File: src/hw/rtl/svr_pkg.sv
`default_nettype none

package svr_pkg;

    // build-time defaults
    localparam int ID_BYTES_DEF = 32;

    // configuration port
    localparam int CFG_W     = 64;
    localparam int CFG_IDX_W = 3;
    localparam logic [CFG_IDX_W-1:0] CFG_ID_WORD0      = 3'd0;
    localparam logic [CFG_IDX_W-1:0] CFG_ID_WORD1      = 3'd1;
    localparam logic [CFG_IDX_W-1:0] CFG_ID_WORD2      = 3'd2;
    localparam logic [CFG_IDX_W-1:0] CFG_ID_WORD3      = 3'd3;
    localparam logic [CFG_IDX_W-1:0] CFG_REQUIRE_UNSPENT = 3'd4;
    localparam int ID_WORD_BYTES = 8;

    // record layout
    localparam int CNT_W = 6;
    localparam logic [CNT_W-1:0] POS_VERSION_LO = 6'd4;
    localparam logic [CNT_W-1:0] POS_VERSION_HI = 6'd5;
    localparam logic [CNT_W-1:0] POS_STATE      = 6'd6;
    localparam logic [CNT_W-1:0] POS_RESERVED   = 6'd7;
    localparam logic [CNT_W-1:0] POS_ID_FIRST   = 6'd8;
    localparam logic [CNT_W-1:0] POS_CRC_FIRST  = 6'd40;
    localparam logic [CNT_W-1:0] POS_LAST       = 6'd43;
    localparam logic [CNT_W-1:0] COUNT_MAX      = 6'd63;
    localparam int ID_FIRST_POS = 8;

    localparam logic [31:0] REC_MAGIC = 32'h4E55564C;
    localparam logic [7:0]  REC_VERSION_LO = 8'h01;
    localparam logic [7:0]  REC_VERSION_HI = 8'h00;
    localparam logic [7:0]  REC_RESERVED   = 8'h00;
    localparam logic [7:0]  ST_UNSPENT     = 8'h01;
    localparam logic [7:0]  ST_SPENT       = 8'h02;

    // reflected crc-32
    localparam logic [31:0] CRC_POLY = 32'hEDB88320;
    localparam logic [31:0] CRC_ONES = 32'hFFFFFFFF;

    typedef enum logic [3:0] {
        ERR_OK       = 4'd0,
        ERR_LENGTH   = 4'd1,
        ERR_MAGIC    = 4'd2,
        ERR_VERSION  = 4'd3,
        ERR_RESERVED = 4'd4,
        ERR_STATE    = 4'd5,
        ERR_ID       = 4'd6,
        ERR_CRC      = 4'd7,
        ERR_SPENT    = 4'd8
    } t_err;

    typedef struct packed {
        logic       ok;
        t_err       code;
        logic [7:0] state;
    } t_verdict;

    // magic byte at offset sel, little-endian
    function automatic logic [7:0] magic_byte(input logic [1:0] sel);
        return REC_MAGIC[{sel, 3'b000} +: 8];
    endfunction

    // keep the lowest nonzero error code
    function automatic t_err pick_err(input t_err cur, input t_err code);
        if (code == ERR_OK) begin
            return cur;
        end
        if (cur == ERR_OK || code < cur) begin
            return code;
        end
        return cur;
    endfunction

endpackage

`default_nettype wire

File: src/hw/rtl/svr_stream_if.sv
`default_nettype none

// record byte channel
interface svr_item_if;
    logic       valid;
    logic       ready;
    logic [7:0] data_byte;
    logic       is_last;
    modport source (output valid, output data_byte, output is_last, input ready);
    modport sink   (input valid, input data_byte, input is_last, output ready);
endinterface

// verdict channel
interface svr_result_if;
    logic       valid;
    logic       ready;
    logic       record_ok;
    logic [3:0] error_code;
    logic [7:0] record_state;
    modport source (output valid, output record_ok, output error_code,
                    output record_state, input ready);
    modport sink   (input valid, input record_ok, input error_code,
                    input record_state, output ready);
endinterface

`default_nettype wire

File: src/hw/rtl/state_record_validator_top.sv
`default_nettype none
// a record's last byte is taken into the input register and its verdict into the output register
// throughput: one byte per cycle, sustained across records unless stalled; the byte-wide
//   crc update and field checks between the input and record registers set this
// a verdict held in the output register stalls only a following last byte
// reset: synchronous active-low i_rst_n clears record state, id and mode registers

module state_record_validator_top #(
    parameter int ID_BYTES = svr_pkg::ID_BYTES_DEF
) (
    input  wire logic                          i_clk,
    input  wire logic                          i_rst_n,
    svr_item_if.sink                           i_item,
    svr_result_if.source                       o_result,
    input  wire logic                          i_cfg_we,
    input  wire logic [svr_pkg::CFG_IDX_W-1:0] i_cfg_idx,
    input  wire logic [svr_pkg::CFG_W-1:0]     i_cfg_data
);

    logic                     r_in_valid;
    logic [7:0]               r_in_byte;
    logic                     r_in_last;
    logic                     r_out_valid;
    svr_pkg::t_verdict        r_out;
    logic [ID_BYTES-1:0][7:0] r_id;
    logic                     r_require_unspent;
    logic                     advance;
    logic                     verdict_valid;
    svr_pkg::t_verdict        verdict;

    // id bytes, one register per compared byte
    for (genvar g = 0; g < ID_BYTES; g++) begin : g_id
        localparam int WORD = g / svr_pkg::ID_WORD_BYTES;
        localparam int HI   = svr_pkg::CFG_W - 1 - 8 * (g % svr_pkg::ID_WORD_BYTES);
        always_ff @(posedge i_clk) begin
            if (!i_rst_n) begin
                r_id[g] <= '0;
            end else if (i_cfg_we && i_cfg_idx == svr_pkg::CFG_IDX_W'(WORD)) begin
                r_id[g] <= i_cfg_data[HI -: 8];
            end
        end
    end

    // mode register
    always_ff @(posedge i_clk) begin
        if (!i_rst_n) begin
            r_require_unspent <= 1'b0;
        end else if (i_cfg_we && i_cfg_idx == svr_pkg::CFG_REQUIRE_UNSPENT) begin
            r_require_unspent <= i_cfg_data[0];
        end
    end

    // a last byte waits while the previous verdict is not yet taken
    assign advance      = r_in_valid && !(r_in_last && r_out_valid && !o_result.ready);
    assign i_item.ready = !r_in_valid || advance;

    // input register
    always_ff @(posedge i_clk) begin
        if (!i_rst_n) begin
            r_in_valid <= 1'b0;
        end else if (i_item.ready) begin
            r_in_valid <= i_item.valid;
        end
    end

    always_ff @(posedge i_clk) begin
        if (i_item.ready && i_item.valid) begin
            r_in_byte <= i_item.data_byte;
            r_in_last <= i_item.is_last;
        end
    end

    svr_record_core #(
        .ID_BYTES (ID_BYTES)
    ) u_core (
        .i_clk             (i_clk),
        .i_rst_n           (i_rst_n),
        .i_advance         (advance),
        .i_byte            (r_in_byte),
        .i_last            (r_in_last),
        .i_id              (r_id),
        .i_require_unspent (r_require_unspent),
        .o_verdict_valid   (verdict_valid),
        .o_verdict         (verdict)
    );

    // output register
    always_ff @(posedge i_clk) begin
        if (!i_rst_n) begin
            r_out_valid <= 1'b0;
        end else if (verdict_valid) begin
            r_out_valid <= 1'b1;
        end else if (o_result.ready) begin
            r_out_valid <= 1'b0;
        end
    end

    always_ff @(posedge i_clk) begin
        if (verdict_valid) begin
            r_out <= verdict;
        end
    end

    assign o_result.valid        = r_out_valid;
    assign o_result.record_ok    = r_out.ok;
    assign o_result.error_code   = r_out.code;
    assign o_result.record_state = r_out.state;

endmodule

`default_nettype wire

File: src/hw/rtl/svr_crc_byte.sv
`default_nettype none

module svr_crc_byte (
    input  wire logic [31:0] i_crc,
    input  wire logic [7:0]  i_byte,
    output logic      [31:0] o_crc
);

    // eight reflected shift steps for one byte
    always_comb begin
        logic [31:0] c;
        c = i_crc ^ {24'b0, i_byte};
        for (int k = 0; k < 8; k++) begin
            c = c[0] ? ((c >> 1) ^ svr_pkg::CRC_POLY) : (c >> 1);
        end
        o_crc = c;
    end

endmodule

`default_nettype wire

File: src/hw/rtl/svr_record_core.sv
`default_nettype none

module svr_record_core #(
    parameter int ID_BYTES = svr_pkg::ID_BYTES_DEF
) (
    input  wire logic                     i_clk,
    input  wire logic                     i_rst_n,
    input  wire logic                     i_advance,
    input  wire logic [7:0]               i_byte,
    input  wire logic                     i_last,
    input  wire logic [ID_BYTES-1:0][7:0] i_id,
    input  wire logic                     i_require_unspent,
    output logic                          o_verdict_valid,
    output svr_pkg::t_verdict             o_verdict
);

    logic [svr_pkg::CNT_W-1:0] r_count, n_count;
    logic [31:0]               r_crc, n_crc;
    logic [31:0]               r_stored, n_stored;
    svr_pkg::t_err             r_first, n_first;
    logic [7:0]                r_state, n_state;
    logic [31:0]               crc_next;
    logic                      id_mis;
    svr_pkg::t_err             item_err;
    svr_pkg::t_err             code;

    svr_crc_byte u_crc (
        .i_crc  (r_crc),
        .i_byte (i_byte),
        .o_crc  (crc_next)
    );

    // compare against the configured id bytes
    always_comb begin
        id_mis = 1'b0;
        for (int k = 0; k < ID_BYTES; k++) begin
            if (r_count == svr_pkg::CNT_W'(svr_pkg::ID_FIRST_POS + k) && i_byte != i_id[k]) begin
                id_mis = 1'b1;
            end
        end
    end

    // per-position field check
    always_comb begin
        item_err = svr_pkg::ERR_OK;
        n_state  = r_state;
        n_stored = r_stored;
        if (r_count < svr_pkg::POS_VERSION_LO) begin
            if (i_byte != svr_pkg::magic_byte(r_count[1:0])) item_err = svr_pkg::ERR_MAGIC;
        end else if (r_count == svr_pkg::POS_VERSION_LO) begin
            if (i_byte != svr_pkg::REC_VERSION_LO) item_err = svr_pkg::ERR_VERSION;
        end else if (r_count == svr_pkg::POS_VERSION_HI) begin
            if (i_byte != svr_pkg::REC_VERSION_HI) item_err = svr_pkg::ERR_VERSION;
        end else if (r_count == svr_pkg::POS_STATE) begin
            n_state = i_byte;
            if (i_byte != svr_pkg::ST_UNSPENT && i_byte != svr_pkg::ST_SPENT) begin
                item_err = svr_pkg::ERR_STATE;
            end
        end else if (r_count == svr_pkg::POS_RESERVED) begin
            if (i_byte != svr_pkg::REC_RESERVED) item_err = svr_pkg::ERR_RESERVED;
        end else if (r_count < svr_pkg::POS_CRC_FIRST) begin
            if (id_mis) item_err = svr_pkg::ERR_ID;
        end else if (r_count <= svr_pkg::POS_LAST) begin
            n_stored = r_stored | ({24'b0, i_byte} << {r_count[1:0], 3'b000});
        end
    end

    // next record state
    always_comb begin
        n_crc   = (r_count < svr_pkg::POS_CRC_FIRST) ? crc_next : r_crc;
        n_first = svr_pkg::pick_err(r_first, item_err);
        n_count = (r_count != svr_pkg::COUNT_MAX) ? r_count + 1'b1 : r_count;
    end

    // verdict priority: length, content, crc, spent
    always_comb begin
        if (r_count != svr_pkg::POS_LAST) begin
            code = svr_pkg::ERR_LENGTH;
        end else if (n_first != svr_pkg::ERR_OK) begin
            code = n_first;
        end else if ((r_crc ^ svr_pkg::CRC_ONES) != n_stored) begin
            code = svr_pkg::ERR_CRC;
        end else if (i_require_unspent && n_state == svr_pkg::ST_SPENT) begin
            code = svr_pkg::ERR_SPENT;
        end else begin
            code = svr_pkg::ERR_OK;
        end
        o_verdict.ok    = (code == svr_pkg::ERR_OK);
        o_verdict.code  = code;
        o_verdict.state = n_state;
        o_verdict_valid = i_advance && i_last;
    end

    // record state registers, cleared after each verdict
    always_ff @(posedge i_clk) begin
        if (!i_rst_n || (i_advance && i_last)) begin
            r_count  <= '0;
            r_crc    <= svr_pkg::CRC_ONES;
            r_stored <= '0;
            r_first  <= svr_pkg::ERR_OK;
            r_state  <= '0;
        end else if (i_advance) begin
            r_count  <= n_count;
            r_crc    <= n_crc;
            r_stored <= n_stored;
            r_first  <= n_first;
            r_state  <= n_state;
        end
    end

endmodule

`default_nettype wire

File: src/flat_wrapper.sv
// flat-port wrapper written by rule: the top's interface ports become plain ports
module state_record_validator_top_flat 
#(
    parameter int ID_BYTES = svr_pkg::ID_BYTES_DEF
)
  (i_clk, i_rst_n, i_cfg_we, i_cfg_idx, i_cfg_data, i_item_valid, i_item_data_byte, i_item_is_last, i_item_ready, o_result_valid, o_result_record_ok, o_result_error_code, o_result_record_state, o_result_ready);
  svr_item_if i_item_i ();
  svr_result_if o_result_i ();
  input  wire logic i_clk;
  input  wire logic i_rst_n;
  input  wire logic i_cfg_we;
  input  wire logic [svr_pkg::CFG_IDX_W-1:0] i_cfg_idx;
  input  wire logic [svr_pkg::CFG_W-1:0] i_cfg_data;
  input wire logic [$bits(i_item_i.valid)-1:0] i_item_valid;
  input wire logic [$bits(i_item_i.data_byte)-1:0] i_item_data_byte;
  input wire logic [$bits(i_item_i.is_last)-1:0] i_item_is_last;
  output wire logic [$bits(i_item_i.ready)-1:0] i_item_ready;
  output wire logic [$bits(o_result_i.valid)-1:0] o_result_valid;
  output wire logic [$bits(o_result_i.record_ok)-1:0] o_result_record_ok;
  output wire logic [$bits(o_result_i.error_code)-1:0] o_result_error_code;
  output wire logic [$bits(o_result_i.record_state)-1:0] o_result_record_state;
  input wire logic [$bits(o_result_i.ready)-1:0] o_result_ready;
  assign i_item_i.valid = i_item_valid;
  assign i_item_i.data_byte = i_item_data_byte;
  assign i_item_i.is_last = i_item_is_last;
  assign i_item_ready = i_item_i.ready;
  assign o_result_valid = o_result_i.valid;
  assign o_result_record_ok = o_result_i.record_ok;
  assign o_result_error_code = o_result_i.error_code;
  assign o_result_record_state = o_result_i.record_state;
  assign o_result_i.ready = o_result_ready;
  state_record_validator_top #(.ID_BYTES(ID_BYTES)) u_core (.i_clk(i_clk), .i_rst_n(i_rst_n), .i_item(i_item_i), .o_result(o_result_i), .i_cfg_we(i_cfg_we), .i_cfg_idx(i_cfg_idx), .i_cfg_data(i_cfg_data));
endmodule
File: config.mk
export PLATFORM = sky130hd
export DESIGN_NAME = state_record_validator_top_flat
export DESIGN_NICKNAME = d
export VERILOG_FILES = /design/src/hw/rtl/svr_pkg.sv /design/src/hw/rtl/svr_stream_if.sv /design/src/hw/rtl/state_record_validator_top.sv /design/src/hw/rtl/svr_crc_byte.sv /design/src/hw/rtl/svr_record_core.sv /design/src/flat_wrapper.sv
export SDC_FILE = /design/constraint.sdc
export NUM_CORES = 1
export LEC_CHECK = 0
export BUFFER_PORTS_ARGS = -buffer_cell sky130_fd_sc_hd__buf_2
export CORE_MARGIN = 8
export CORE_UTILIZATION = 40
export CTS_CLUSTER_SIZE = 40
export DETAILED_ROUTE_END_ITERATION = 8
export GPL_ROUTABILITY_DRIVEN = 1
export SYNTH_ARGS = -nofsm -noshare
export SYNTH_HDL_FRONTEND = slang
export SYNTH_SLANG_ARGS = --single-unit
File: constraint.sdc
create_clock -name i_clk -period 5.9 [get_ports i_clk]
set_input_delay 0.59 -clock i_clk [delete_from_list [all_inputs] [get_ports i_clk]]
set_output_delay 0.59 -clock i_clk [all_outputs]
set_load 0.01 [all_outputs]
-- After elaboration in Yosys (flattened, before gate mapping)
Index checks and enable logic that the tools add are counted.
- input bits: 81
- flip-flop bits (word level): 363
- output and inout bits: 15
- logic and storage cells: 278
- equal/unequal tests: 79
- reductions and logical operators: 60
- shift-type cells: 2
- bitwise gates (word level): 11
- $lt $le $gt $ge: 4
- add/sub/neg operators: 1
- muxes and demuxes: 76
- operators by type and width (cell ; count):
    $mux W32 ; 15
    $ne A8 B8 Y1 ; 33
    $not A13 Y14 ; 8
    $eq A6 B5 Y1 const B ; 16
    $mux W4 ; 13
    $eq A6 B4 Y1 const B ; 8
    $eq A6 B6 Y1 const B ; 8
    $logic_and A1 B1 Y1 ; 44
    $mux W1 ; 37
    $mux W8 ; 4
    $ne A32 B32 Y1 ; 1
    $not A32 Y32 ; 1
    $or A32 B32 Y32 ; 1
    $shiftx A32 B6 Y8 const A ; 1
    $shl A8 B5 Y32 ; 1
    $xor A32 B8 Y32 ; 1
    $eq A6 B3 Y1 const B ; 4
    $logic_not A4 Y1 ; 3
    $mux W3 ; 4
    $ne A6 B6 Y1 const B ; 2
    $eq A8 B2 Y1 const B ; 1
    $ne A8 B1 Y1 const B ; 1
    $ne A8 B2 Y1 const B ; 1
    $reduce_bool A8 Y1 ; 1
    other kinds (15) ; 24

-- Longest topological paths before layout
Gate-level depths: netlist of run 1.
- depth in word-level cells: 51
- mapped depth: 21

-- By module
From an unflattened synthesis of run 1, not the netlist that was laid out.
- cells, all modules: 2055
- area total of the unflattened synthesis: 19067.0 um^2
- by module, submodules not included (module ; cells an instance ; area each (um^2) ; times used ; seq. area each (um^2)):
    state_record_validator_top ; 935 ; 10262.3 ; 1 ; 5845.6
    svr_record_core ; 1049 ; 7973.9 ; 1 ; 1641.6
    svr_crc_byte ; 71 ; 830.8 ; 1 ; 0.0

-- Least setup slack after synthesis of run 1
No wires, ideal clock.
- path type: register to register
- start: register u_core.u_core.r_count[0] (netlist bit)
- end: register u_core.r_out, in the netlist u_core.o_result.error_code[1] (data pin)
- path slack: 1.715 ns
- path buffers: 2
- library setup time: 0.188 ns
- clock period less this slack: 4.185 ns
- data arrival time: 3.997 ns
- stages on the path, launching flop included: 19
- required time: 5.712 ns
- cell sequence: dfxtp_1 -> buf_2 -> clkinv_1 -> ha_1 -> clkbuf_1 -> nor3b_1 -> a21oi_1 -> or4b_2 -> o31ai_1 -> nor2_1 -> ha_1 -> nand2_1 -> or2_2 -> a311oi_1 -> nor2_1 -> a31oi_1 -> o41ai_4 -> or2_2 -> o41ai_1
- longest elaborated chain between the ends: 50
- elaborated cells between the ends (all ways): 137
- classes of those cells: order compare (4); eq/ne (39); shift (2); mux (56); bitwise (1); reduce/logical (35)
- RTL lines (item ; line ; RTL):
    from (decl) ; svr_record_core.sv:17 ; logic [svr_pkg::CNT_W-1:0] r_count, n_count;
    from (signal assigned) ; svr_record_core.sv:103 ; r_count <= n_count;
    $eq A6 B4 Y1 ; svr_record_core.sv:37 ; if (r_count == svr_pkg::CNT_W'(svr_pkg::ID_FIRST_POS + k) && i_byte != i_id[k]) begin
    $logic_and A1 B1 Y1 ; svr_record_core.sv:37 ;
    $mux W1 (32 in series) ; svr_record_core.sv:37 ;
    $mux W3 ; svr_record_core.sv:62 ; if (id_mis) item_err = svr_pkg::ERR_ID;
    $mux W3 ; svr_record_core.sv:61 ; end else if (r_count < svr_pkg::POS_CRC_FIRST) begin
    $mux W4 ; svr_record_core.sv:59 ; end else if (r_count == svr_pkg::POS_RESERVED) begin
    $mux W4 ; svr_record_core.sv:54 ; end else if (r_count == svr_pkg::POS_STATE) begin
    $mux W4 ; svr_record_core.sv:52 ; end else if (r_count == svr_pkg::POS_VERSION_HI) begin
    [3 not listed] ; n/a ;
    $logic_or A1 B1 Y1 ; svr_pkg.sv:69 ; if (cur == ERR_OK || code < cur) begin
    $mux W1 (2 in series) ; svr_pkg.sv:69 ;
    $mux W4 ; svr_pkg.sv:72 ; return cur;
    $mux W4 ; svr_pkg.sv:69 ;
    $reduce_bool A4 Y1 ; svr_record_core.sv:79 ; end else if (n_first != svr_pkg::ERR_OK) begin
    $mux W4 ; svr_record_core.sv:79 ;
    $mux W4 * ; svr_record_core.sv:77 ; if (r_count != svr_pkg::POS_LAST) begin
    net u_core.u_core.code[1] ; svr_record_core.sv:25 ; svr_pkg::t_err code;
    to (signal assigned) ; state_record_validator_top.sv:100 ; r_out <= verdict;
    to (decl) ; state_record_validator_top.sv:24 ; svr_pkg::t_verdict r_out;
The timed path passes the listed nets; every way through them passes the cells marked *. The select of a mux whose other input is x is not followed.
A chain may end at the register's enable or synchronous reset.

-- Final worst setup path of run 1
- start: register u_core.u_core.r_count[5] (netlist bit)
- end: register u_core.r_out, in the netlist u_core.o_result.error_code[1] (data pin)
The elaborated chain is that of the path after synthesis.

==> reports/qor.tcl, run 1 <==
set qor(status) {finished, final reports clean}
set qor(final.period_utilization_pct) 86.68
set qor(data_required_time_at_the_worst_endpoint_ns) 6.26
set qor(clock_tree.htree_level_count) 2
set qor(crit_path_end_kind) {register}
set qor(timing_hold_violations_final) 0
set qor(worstPathCellList) {nor4bb_1, o21ai_0, a21boi_0, or4_1, nor2_1, a21oi_1, ha_1, a21oi_1, o21ai_0, nor2_1, nor2_1, o21ai_0, o41ai_4, or2_2, o41ai_1}
set qor(place.gp.congestion) 0.9212
set qor(post_synth_edffs) 22
set qor(hold_end) {u_core.r_in_byte[5]}
set qor(time_the_worst_path_needs_with_i_o_delays_and_setup_ns) 5.114
set qor(tritoncts) {done}
set qor(slew-limit-headroom_pct) 13.81
set qor(layout-drive-gt1-share_pct) 9.672
set qor(netlist_instances) 2186
set qor(number_of_drc_markers_after_the_initial_detailed_route_iteration) 1173
set qor(die-area_um2) 53600
set qor(area.growth.synth_to_final_pct) 10.61
set qor(detail-route-antenna-nets) 0
set qor(netlist-cell-type-count) 71
set qor(unrepaired_setup_endpoints_after_global_routing) {false}
set qor(r2r_slack_ns) 0.79
set qor(rows) 79
set qor(rr_startpoint) {u_core.u_core.r_count[5]}
set qor(io_buffer_count) 95
set qor(drt-met1-wl_um) 25900
set qor(worst_setup_path_start_kind) {register}
set qor(fraction_of_synthesis_flops_using_an_asynchronous_set_or_reset_pin_pct) 0
set qor(grt_antenna_before_repair) 7
set qor(setup_violations) 0
set qor(critical-path-slowest-cell) {nor4bb_1}
set qor(min_delay_path_depth) 1
set qor(setup_tns_ns) 0
set qor(final.fill_count) 4524
set qor(layout.cells.most_common) {nand2_1}
set qor(place_hpwl_um) 36070
set qor(postCtsSetupRepairBufs) 0
set qor(avgRoutedWirePerCell_um) 19.61
set qor(dr.max_layer_used) {met5}
set qor(grt_pass1_vias) 14850
set qor(track_usage_pct) 20.19
set qor(timing.hold.worst.start) {i_item_data_byte[5]}
set qor(maxCapViolCount) 0
set qor(numClockSinks) 363
set qor(die_width_um) 231.5
set qor(overall_routed_net_length_um) 55540
set qor(initial_core_util_pct) 40.25
set qor(largest_net_degree_at_the_start_of_global_routing) 165
set qor(cts_hold_buffers) 0
set qor(clock_latency_at_the_later_pin_of_the_worst_skew_pair_ns) 0.56
set qor(core_area_um2) 46160
set qor(routed-wl-met3_um) 3208
set qor(path_depth) 15
set qor(critPathMaxFanout) 13
set qor(globalRoute.totalOverflow) 0
set qor(detail_routed_via_count_per_cell) 5.393
set qor(ys_seq_elements) 363
set qor(dr_total_vias) 15280
set qor(grt_first_pass_wirelength_um) 86650
set qor(drt_pass_1_iters) 7
set qor(most-common-layout-cells) {nand2_1, dfxtp_1, a21boi_0, xnor2_1, xor2_1}
set qor(peak_clock_frequency_supported_by_timing_ghz) 0.1955
set qor(cts_root_buf) {clkbuf_16}
set qor(design.portCount) 96
set qor(worst-r2r-cell-count) 15
set qor(post_cts_resized) 0
set qor(total_instance_count_after_detailed_placement) 2758
set qor(synth_ff_type) {dfxtp_1}
set qor(final_cells) 2833
set qor(fp.dieH_um) 231.5
set qor(tightest_slew_ns) 1.276
set qor(syn-num-nets) 2275
set qor(postSynthAreaPerCell_um2) 8.500
set qor(num-nets-final) 2282
set qor(met2WireLength_um) 24800
set qor(cp.arrival_ns) 5.47
set qor(power_density_nw_per_um2) 281.8
set qor(irDropWorstVdd_uv) 210.6
set qor(cpPeakStageDelay_ns) 1.12
set qor(yosys_warns) 0
set qor(timing.final.max_slew_violations) 0
set qor(p_leak_uw) 0.007086
set qor(cp.buffers_inverters) 0
set qor(clk_pin_slew_worst_paths_ns) 0.06
set qor(post_synth_instance_area_um2) 18580
set qor(category_of_the_most_critical_setup_path) {reg2reg}
set qor(cp_top_family) {simple AND/OR/NAND/NOR gates}
set qor(synth-seq-area-share_pct) 40.30
set qor(timing.clock.skew_ns) 0.02090
set qor(cts_buffer_depth) 3
set qor(detail_route.drc_violations) 0
set qor(r2r_end) {u_core.o_result.error_code[1]}
set qor(cts_made_buffers) 40
set qor(min-delay-path-class) {in2reg}
## cell usage after synthesis (4+ instances only)
cell / n / area (um^2)
nor4_2: 4 / 50.05
and3_1: 5 / 31.28
a21boi_0: 258 / 1937
a21oi_1: 32 / 160.2
buf_4: 7 / 52.55
a31oi_1: 27 / 168.9
mux2i_1: 7 / 70.07
a211oi_1: 31 / 232.7
or2_2: 5 / 31.28
nor4_1: 25 / 156.4
buf_2: 17 / 85.08
o2111ai_1: 4 / 35.03
a22o_1: 7 / 61.31
nor2b_1: 11 / 68.82
dfxtp_1: 341 / 6827
nor2_1: 82 / 307.8
nand2_1: 570 / 2140
nand3_1: 23 / 115.1
buf_6: 21 / 236.5
or3_1: 4 / 25.02
buf_1: 5 / 18.77
a221oi_1: 7 / 61.31
nor3_1: 10 / 50.05
mux2_2: 4 / 45.04
nand4_1: 48 / 300.3
and2_1: 4 / 25.02
ha_1: 8 / 100.1
clkbuf_1: 106 / 397.9
a22oi_1: 10 / 75.07
edfxtp_1: 22 / 660.6
o21a_1: 5 / 37.54
inv_1: 13 / 48.80
o211ai_1: 46 / 345.3
xnor2_1: 223 / 1953
o21ai_0: 24 / 120.1
a311oi_1: 11 / 96.34
xor2_1: 109 / 954.7
## through the flow
step           cell area (um^2)  total power [uW]  hold WS [ns]  worst slack [ns]  utilization, %
5_1_grt                   20550              6013        0.1764            0.4149           44.51
3_3_place_gp              19320              3438        0.4543            0.9141           41.85
6_report                  20550              5792        0.2015            0.7859           44.52
2_1_floorplan             18580              3230        0.4373             1.715               -
3_5_place_dp              19320              3448        0.4729            0.8267           41.85
4_1_cts                   20540              5842        0.1675            0.7985           44.51
## worst max path at each step
stage	from	endpoint	slack [ns]
after floorplan	u_core.u_core.r_count[0]	u_core.o_result.error_code[1]	1.72
after global placement	u_core.u_core.r_count[5]	u_core.o_result.error_code[1]	0.91
after detailed placement	u_core.u_core.r_count[5]	u_core.o_result.error_code[1]	0.83
after CTS	u_core.u_core.r_count[5]	u_core.o_result.error_code[1]	0.80
after global routing	u_core.u_core.r_count[5]	u_core.o_result.error_code[1]	0.41
final	u_core.u_core.r_count[5]	u_core.o_result.error_code[1]	0.79
## state kept, by name, summed over array words and instances, names as in the netlist
| signal | cells |
|---|---|
| u_core.o_result.error_code | 4 |
| u_core.o_result.record_ok | 1 |
| u_core.o_result.record_state | 8 |
| u_core.o_result.valid | 1 |
| u_core.r_id | 256 |
| u_core.r_in_byte | 8 |
| u_core.r_in_last | 1 |
| u_core.r_in_valid | 1 |
| u_core.r_require_unspent | 1 |
| u_core.u_core.r_count | 6 |
| u_core.u_core.r_crc | 32 |
| u_core.u_core.r_first | 4 |
| u_core.u_core.r_state | 8 |
| u_core.u_core.r_stored | 32 |
## report_power, final
part	internal (uW)	switching [uW]	leakage [uW]	total (uW)
Sequential	2550	73.4	0.00298	2620
Clock	1360	1030	0.000604	2390
Combinational	323	462	0.00350	786
Total	4230	1560	0.00709	5790
## final cells by class
cell class	count	area (um^2)	area share (%)
timing repair buffer	123	754.5	3.671
multi-input combinational	1651	10270	49.95
sequential	363	7487	36.43
clock inverter	10	60.06	0.2922
inverter	14	52.55	0.2557
antenna	3	7.507	0.03653
tap	607	759.5	3.695
clock buffer	62	1165	5.668
## cells by family after synthesis
family	synth area share, %
DFF	40.30
and+or+nand+nor	19.07
adders and majority gates	0.5387
xor gates and xnor gates	15.82
AOI/OAI and AO/OA	18.95
muxes	0.6195
buffers and inverters	4.700
## per-layer routing
| metal | vias up | track usage (%) |
|---|---|---|
| met2 | 396 | 31.87 |
| met4 | 4 | 6.533 |
| met5 | - | 0 |
| met1 | 7342 | 27.56 |
| met3 | 102 | 3.754 |
| li1 | 7435 | - |
## worst reg2reg max path, delay by kind of cell, from the launching register on
family          cells  cell delay [ns]
compound gates      8             1.86
fa+ha+maj           1             0.26
flops               1             0.60
simple gates        6             2.18
(Power assumes the default switching activity.)
==> run 2, diff against run 1 <==
--- a/config.mk
+++ b/config.mk
@@ -5,12 +5,14 @@
 export SDC_FILE = /design/constraint.sdc
 export NUM_CORES = 1
 export LEC_CHECK = 0
+export ABC_AREA = 1
 export BUFFER_PORTS_ARGS = -buffer_cell sky130_fd_sc_hd__buf_2
 export CORE_MARGIN = 8
-export CORE_UTILIZATION = 40
+export CORE_UTILIZATION = 62
 export CTS_CLUSTER_SIZE = 40
 export DETAILED_ROUTE_END_ITERATION = 8
 export GPL_ROUTABILITY_DRIVEN = 1
+export PLACE_DENSITY = 0.81
 export SYNTH_ARGS = -nofsm -noshare
 export SYNTH_HDL_FRONTEND = slang
 export SYNTH_SLANG_ARGS = --single-unit
==> reports/qor.tcl, run 2 <==
set qor(clk_pin_slew_worst_paths_ns) 0.06 ;# about the same
set qor(layout-drive-gt1-share_pct) 8.427 ;# was 9.672%
set qor(synth-seq-area-share_pct) 40.27 ;# was 40.30%
set qor(yosys_warns) 0 ;# unchanged
set qor(post_cts_resized) 0 ;# unchanged
set qor(top_register) {u_core.r_id} ;# unchanged
set qor(detail_routed_via_count_per_cell) 5.711 ;# was 5.393
set qor(unrepaired_setup_endpoints_after_global_routing) {false} ;# unchanged
set qor(design.portCount) 96 ;# unchanged
set qor(timing.final.max_slew_violations) 0 ;# unchanged
set qor(dr_total_vias) 17010 ;# was 15280
set qor(track_usage_pct) 28.94 ;# was 20.19%
set qor(r2r_end) {u_core.o_result.record_ok} ;# was u_core.o_result.error_code[1]
set qor(maxCapViolCount) 0 ;# unchanged
set qor(reg.largest.list) {u_core.r_id (256), u_core.u_core.r_crc (32), u_core.u_core.r_stored (32)} ;# unchanged
set qor(clock_tree.htree_level_count) 2 ;# unchanged
set qor(cts_hold_buffers) 0 ;# unchanged
set qor(multi_input_combinational_cell_area_um2) 9719 ;# was 10270 um^2
set qor(category_of_the_most_critical_setup_path) {reg2reg} ;# unchanged
set qor(fraction_of_synthesis_flops_using_an_asynchronous_set_or_reset_pin_pct) 0 ;# unchanged
set qor(irDropWorstVdd_uv) 223.0 ;# was 210.6 uV
set qor(postCtsSetupRepairBufs) 0 ;# unchanged
set qor(place_hpwl_um) 34330 ;# was 36070 um
set qor(most-common-layout-cells) {nor2_1, nand2_1, dfxtp_1, o21ai_0, xnor2_1} ;# was nand2_1, dfxtp_1, a21boi_0, xnor2_1, xor2_1
set qor(avgRoutedWirePerCell_um) 18.00 ;# was 19.61 um
set qor(worst-r2r-cell-count) 29 ;# was 15
set qor(ys_seq_elements) 363 ;# unchanged
set qor(grt_first_pass_wirelength_um) 85330 ;# was 86650 um
set qor(drt_pass_1_iters) 8 ;# was 7
set qor(number_of_drc_markers_after_the_initial_detailed_route_iteration) 1890 ;# was 1173
set qor(fp.dieH_um) 189.2 ;# was 231.5 um
set qor(grt_antenna_before_repair) 1 ;# was 7
set qor(yosys.area.top_type) {dfxtp_1} ;# unchanged
set qor(crit_path_end_kind) {register} ;# unchanged
set qor(cp.arrival_ns) 4.91 ;# was 5.47 ns
set qor(layout.cells.most_common) {nor2_1} ;# was nand2_1
set qor(die-area_um2) 35780 ;# was 53600 um^2
set qor(r2r_slack_ns) 1.28 ;# was 0.79 ns
set qor(clock_latency_at_the_later_pin_of_the_worst_skew_pair_ns) 0.53 ;# was 0.56 ns
set qor(die_width_um) 189.2 ;# was 231.5 um
set qor(postSynthAreaPerCell_um2) 7.308 ;# was 8.500 um^2
set qor(synth_top_area_share_pct) 36.72 ;# was 36.74%
set qor(yosys.cell_count.top_type) {nor2_1} ;# was nand2_1
set qor(rows) 63 ;# was 79
set qor(min_delay_path_depth) 1 ;# unchanged
set qor(worst_setup_path_start_kind) {register} ;# unchanged
set qor(setup_violations) 0 ;# unchanged
set qor(io_buffer_count) 95 ;# unchanged
set qor(status) {finished, final reports clean} ;# unchanged
set qor(power_density_nw_per_um2) 298.0 ;# was 281.8 nW/um^2
set qor(critPathMaxFanout) 19 ;# was 13
set qor(globalRoute.totalOverflow) 0 ;# unchanged
set qor(seqCellArea_um2) 7487 ;# unchanged
set qor(setup_tns_ns) 0 ;# unchanged
set qor(synthTopCellsByCount) {nor2_1, nand2_1, dfxtp_1, o21ai_0, xnor2_1} ;# was nand2_1, dfxtp_1, a21boi_0, xnor2_1, xor2_1
set qor(tritoncts) {done} ;# unchanged
set qor(netlist-cell-type-count) 43 ;# was 71
set qor(post_synth_edffs) 22 ;# unchanged
set qor(final.fill_count) 2395 ;# was 4524
set qor(final_hold_slack_ns) 0.2315 ;# was 0.2015 ns
set qor(numClockSinks) 363 ;# unchanged
set qor(tightest_slew_ns) 1.326 ;# was 1.276 ns
set qor(netlist_top_cells_area) {dfxtp_1, xnor2_1, nor2_1, o21ai_0, nand2_1} ;# was dfxtp_1, nand2_1, xnor2_1, a21boi_0, xor2_1
set qor(rr_startpoint) {u_core.r_in_byte[5]} ;# was u_core.u_core.r_count[5]
set qor(timing.critical_path.mode_cell) {nand2_1}
set qor(area.growth.synth_to_final_pct) 9.469 ;# was 10.61%
set qor(timing.clock.skew_ns) 0.01827 ;# was 0.02090 ns
set qor(detail-route-antenna-nets) 0 ;# unchanged
set qor(cpPeakStageDelay_ns) 1.23 ;# was 1.12 ns
set qor(time_the_worst_path_needs_with_i_o_delays_and_setup_ns) 4.616 ;# was 5.114 ns
set qor(timing_hold_violations_final) 0 ;# unchanged
set qor(critical-path-slowest-cell) {edfxtp_1} ;# was nor4bb_1
set qor(netlist_instances) 2544 ;# was 2186
set qor(synth_ff_type) {dfxtp_1} ;# unchanged
set qor(slew-limit-headroom_pct) 11.57 ;# was 13.81%
set qor(post_synth_instance_area_um2) 18590 ;# was 18580 um^2
set qor(p_leak_uw) 0.008332 ;# was 0.007086 uW
set qor(core_area_um2) 29560 ;# was 46160 um^2
set qor(min-delay-path-class) {in2reg} ;# unchanged
set qor(grt_pass1_vias) 16580 ;# was 14850
set qor(cts_made_buffers) 39 ;# was 40
set qor(num-nets-final) 2646 ;# was 2282
set qor(initial_core_util_pct) 62.90 ;# was 40.25%
set qor(postLayoutCoreUtil_pct) 68.85 ;# was 44.52%
set qor(peak_clock_frequency_supported_by_timing_ghz) 0.2166 ;# was 0.1955 GHz
set qor(cts_root_buf) {clkbuf_16} ;# unchanged
set qor(detail_route.drc_violations) 0 ;# unchanged
set qor(overall_routed_net_length_um) 53610 ;# was 55540 um
set qor(largest_net_degree_at_the_start_of_global_routing) 123 ;# was 165
set qor(final.period_utilization_pct) 78.24 ;# was 86.68%
set qor(max_reg_flops) 256 ;# unchanged
set qor(data_required_time_at_the_worst_endpoint_ns) 6.19 ;# was 6.26 ns
set qor(cts_buffer_depth) 3 ;# unchanged
set qor(setup.worst_path.start) {u_core.r_in_byte[5]} ;# was u_core.u_core.r_count[5]
set qor(syn-num-nets) 2633 ;# was 2275
set qor(place.gp.congestion) 0.9984 ;# was 0.9212
set qor(endpoint) {u_core.o_result.record_ok} ;# was u_core.o_result.error_code[1]
-- run 2: cell types whose count changed in the layout (fill, tap and decap cells not counted), sizes merged, moves of 20 or more --
cell	before	now
nor3	13	33
o21ai	24	332
nand4	48	20
a21boi	258	1
xnor2	224	259
nor2	85	552
o211ai	46	5
a21oi	32	117
xor2	110	69
nand2	570	407
inv	15	173
a211oi	31	6
nor4	29	4
-- run 2: logic make-up after synthesis --
kind of cell | after synthesis | synth area share (%)
xor gates and xnor gates | 328 | 15.77
buffers and inverters | 318 | 7.612
AOI/OAI and AO/OA | 487 | 13.80
DFF | 363 | 40.27
and+or+nand+nor | 1040 | 22.01
adders and majority gates | 8 | 0.5384
-- run 2: how the worst min path moves through the flow --
stage                               startpoint                         end  slack [ns]
detailed placement  u_core.u_core.r_stored[12]  u_core.u_core.r_stored[12]        0.45
floorplan             u_core.r_require_unspent    u_core.r_require_unspent        0.42
CTS                        i_item_data_byte[6]         u_core.r_in_byte[6]        0.22
finish                     i_item_data_byte[6]         u_core.r_in_byte[6]        0.23
global placement    u_core.u_core.r_stored[12]  u_core.u_core.r_stored[12]        0.44
global route               i_item_data_byte[6]         u_core.r_in_byte[6]        0.22
-- run 2: layout make-up --
type / instances / area share, %
flip-flops and latches: 363 / 36.79
diodes: 1 / 0.01230
inverters: 173 / 3.191
well taps: 390 / 2.398
clock inverters: 14 / 1.205
clock buffers: 57 / 5.429
multi-input cells: 1863 / 47.76
repair buffers: 117 / 3.221
-- run 2: power by group --
part	switching (uW)	total (uW)	leakage, uW	internal, uW
clock	1010	2580	0.000653	1570
combinational	514	829	0.00470	315
sequential	86.8	2660	0.00298	2570
-- run 2: per-stage QoR --
stage / area (um^2) / total power (uW) / std cells / setup WS [ns]
final: 20350 / 6066 / 2978 / 1.284
after global placement: 19000 / 3492 / 2906 / 1.512
after detailed placement: 19000 / 3516 / 2906 / 1.418
after global routing: 20350 / 6277 / 2977 / 0.8980
after CTS: 20350 / 6069 / 2977 / 1.310
after floorplan: 18590 / 3302 / 2544 / 2.509
-- run 2: per-layer routing --
metal  vias to the layer above  wire [um]  track usage, %
met1                      7922      21850           36.20
li1                       8090          -               -
met2                       832      25160           48.51
met5                         -         19               0
met3                       161       4444           5.206
met4                         2       2135           12.24
-- run 2: worst max-delay path, delay by kind of cell (launching register included) --
kind	cells	cell delay (ns)
and+or+nand+nor	24	2.25
buffers and inverters	3	0.46
DFF	1	1.23
adders and majority gates	1	0.27
xor gates and xnor gates	1	0.14
==> run 3, diff against run 2 <==
--- a/config.mk
+++ b/config.mk
@@ -5,7 +5,7 @@
 export SDC_FILE = /design/constraint.sdc
 export NUM_CORES = 1
 export LEC_CHECK = 0
-export ABC_AREA = 1
+export ABC_AREA = 0
 export BUFFER_PORTS_ARGS = -buffer_cell sky130_fd_sc_hd__buf_2
 export CORE_MARGIN = 8
 export CORE_UTILIZATION = 62
==> constraint.sdc (replaced) <==
create_clock -name i_clk -period 4.5 [get_ports i_clk]
set_input_delay 0.45 -clock i_clk [delete_from_list [all_inputs] [get_ports i_clk]]
set_output_delay 0.45 -clock i_clk [all_outputs]
set_load 0.01 [all_outputs]
==> reports/qor.tcl, run 3 (same netlist as run 1, synthesis figures left out) <==
set qor(clock_latency_at_the_later_pin_of_the_worst_skew_pair_ns) 0.55 ;# was 0.53 ns
set qor(p_leak_uw) 0.007523 ;# was 0.008332 uW
set qor(detail-route-antenna-nets) 0 ;# unchanged
set qor(timing.clock.skew_ns) 0.01306 ;# was 0.01827 ns
set qor(initial_core_util_pct) 62.86 ;# was 62.90%
set qor(min_delay_path_depth) 1 ;# unchanged
set qor(grt_pass1_vias) 15890 ;# was 16580
set qor(num-nets-final) 2334 ;# was 2646
set qor(dr_total_vias) 16400 ;# was 17010
set qor(setup_violations) 0 ;# unchanged
set qor(setup_tns_ns) 0 ;# unchanged
set qor(place.gp.congestion) 0.9607 ;# was 0.9984
set qor(clock_tree.htree_level_count) 2 ;# unchanged
set qor(area.growth.synth_to_final_pct) 14.10 ;# was 9.469%
set qor(time_the_worst_path_needs_with_i_o_delays_and_setup_ns) 4.476 ;# was 4.616 ns
set qor(number_of_drc_markers_after_the_initial_detailed_route_iteration) 1712 ;# was 1890
set qor(globalRoute.totalOverflow) 0 ;# unchanged
set qor(unrepaired_setup_endpoints_after_global_routing) {true} ;# was false
set qor(power_density_nw_per_um2) 373.1 ;# was 298.0 nW/um^2
set qor(top_register) {u_core.r_id} ;# unchanged
set qor(worst_setup_path_start_kind) {register} ;# unchanged
set qor(die-area_um2) 35760 ;# was 35780 um^2
set qor(drt_pass_1_iters) 6 ;# was 8
set qor(avgRoutedWirePerCell_um) 21.23 ;# was 18.00 um
set qor(numClockSinks) 363 ;# unchanged
set qor(io_buffer_count) 95 ;# unchanged
set qor(most-common-layout-cells) {nand2_1, dfxtp_1, a21boi_0, xnor2_1, xor2_1} ;# was nor2_1, nand2_1, dfxtp_1, o21ai_0, xnor2_1
set qor(max_reg_flops) 256 ;# unchanged
set qor(detailedPlace.worstSlack_ns) -0.07993 ;# was 1.418 ns
set qor(die_width_um) 189.1 ;# was 189.2 um
set qor(crit_path_end_kind) {register} ;# unchanged
set qor(cts_buffer_depth) 3 ;# unchanged
set qor(rows) 63 ;# unchanged
set qor(setup_ws_ns) 0.02389 ;# was 1.284 ns
set qor(reg.largest.list) {u_core.r_id (256), u_core.u_core.r_crc (32), u_core.u_core.r_stored (32)} ;# unchanged
set qor(detail_route.drc_violations) 0 ;# unchanged
set qor(cp.arrival_ns) 4.90 ;# was 4.91 ns
set qor(layout-drive-gt1-share_pct) 13.75 ;# was 8.427%
set qor(irDropWorstVdd_uv) 297.4 ;# was 223.0 uV
set qor(maxCapViolCount) 0 ;# unchanged
set qor(tightest_slew_ns) 1.337 ;# was 1.326 ns
set qor(slew-limit-headroom_pct) 10.90 ;# was 11.57%
set qor(grt_first_pass_wirelength_um) 85920 ;# was 85330 um
set qor(critPathMaxFanout) 5 ;# was 19
set qor(final.period_utilization_pct) 99.47 ;# was 78.24%
set qor(grt_antenna_before_repair) 0 ;# was 1
set qor(peak_clock_frequency_supported_by_timing_ghz) 0.2234 ;# was 0.2166 GHz
set qor(core_area_um2) 29560 ;# unchanged
set qor(multi_input_combinational_cell_area_um2) 10480 ;# was 9719 um^2
set qor(clk_pin_slew_worst_paths_ns) 0.06 ;# about the same
set qor(largest_net_degree_at_the_start_of_global_routing) 154 ;# was 123
set qor(place_hpwl_um) 35330 ;# was 34330 um
set qor(tritoncts) {done} ;# unchanged
set qor(final.fill_count) 2181 ;# was 2395
set qor(cts_root_buf) {clkbuf_16} ;# unchanged
set qor(data_required_time_at_the_worst_endpoint_ns) 4.93 ;# was 6.19 ns
set qor(status) {finished, final reports clean} ;# unchanged
set qor(track_usage_pct) 29.41 ;# was 28.94%
set qor(n_antenna_cell) 0 ;# was 1
set qor(seqCellArea_um2) 7487 ;# unchanged
set qor(worst-r2r-cell-count) 20 ;# was 29
set qor(min-delay-path-class) {in2reg} ;# unchanged
set qor(overall_routed_net_length_um) 56600 ;# was 53610 um
set qor(cts_made_buffers) 39 ;# unchanged
set qor(timing_hold_violations_final) 0 ;# unchanged
set qor(fp.dieH_um) 189.1 ;# was 189.2 um
set qor(timing.final.max_slew_violations) 0 ;# unchanged
set qor(category_of_the_most_critical_setup_path) {reg2reg} ;# unchanged
set qor(detail_routed_via_count_per_cell) 6.150 ;# was 5.711
set qor(design.portCount) 96 ;# unchanged
set qor(layout.cells.most_common) {nand2_1} ;# was nor2_1
[run 3: final cells by class]
| type | instances | area share [%] |
|---|---|---|
| repair buffers | 176 | 6.321 |
| clock inverters | 11 | 0.5666 |
| well taps | 390 | 2.302 |
| flip-flops and latches | 363 | 35.32 |
| multi-input cells | 1651 | 49.45 |
| clock buffers | 61 | 5.801 |
| inverters | 14 | 0.2479 |
[run 3: final timing paths]
check | start | endpoint | slack (ns)
max | u_core.r_in_byte[4] | u_core.u_core.r_first[2] | 0.02
min reg2reg | u_core.r_id[94] | u_core.r_id[94] | 0.48
min | i_item_data_byte[7] | u_core.r_in_byte[7] | 0.08
max reg2reg | u_core.r_in_byte[4] | u_core.u_core.r_first[2] | 0.02
[run 3: metrics by stage]
stage,total power (uW),hold WS [ns],area [um^2],utilization (%),std cells
finish,7911,0.07966,21200,71.72,2666
global route,8164,0.06976,21200,71.72,2666
CTS,7833,0.07201,20650,69.85,2641
detailed placement,4529,0.4714,19290,65.24,2569
global placement,4503,0.4549,19290,65.24,2569
floorplan,4235,0.4373,18580,-,2186
[run 3: timing repair]
action / CTS / global route
pin swaps: 0 / 24
cloned: 0 / 6
setup endpoints to repair: 6 / 7
gates resized for setup: 2 / 47
hold buffers: 0 / 0
setup buffers: 0 / 19
[run 3: routing by layer]
layer	track usage (%)	up-vias	part of all wire (%)
met2	50.12	837	48
met4	11.97	0	4.0
met1	37.07	7870	40
met5	0	-	0
met3	4.029	161	8.0
li1	-	7528	-
[run 3: where the power goes]
group | switching [uW] | internal (uW) | total (uW)
combinational | 635 | 478 | 1110
clock | 1360 | 2000 | 3360
sequential | 104 | 3340 | 3440
[run 3: critical path: stages (launching register included)]
cell      delay [ns]
edfxtp_1        0.52
buf_12          0.21
buf_12          0.13
xor2_2          0.14
nor4_2          0.23
a211oi_2        0.17
nor4_2          0.39
nand4b_1        0.17
or2_4           0.29
nor3_2          0.16
nor2_1          0.07
ha_1            0.31
nand2_2         0.07
or2_4           0.24
a311oi_4        0.28
o21ai_0         0.17
nand2_1         0.10
nor2_1          0.05
a22o_2          0.25
and2_1          0.16
a211oi_1        0.23
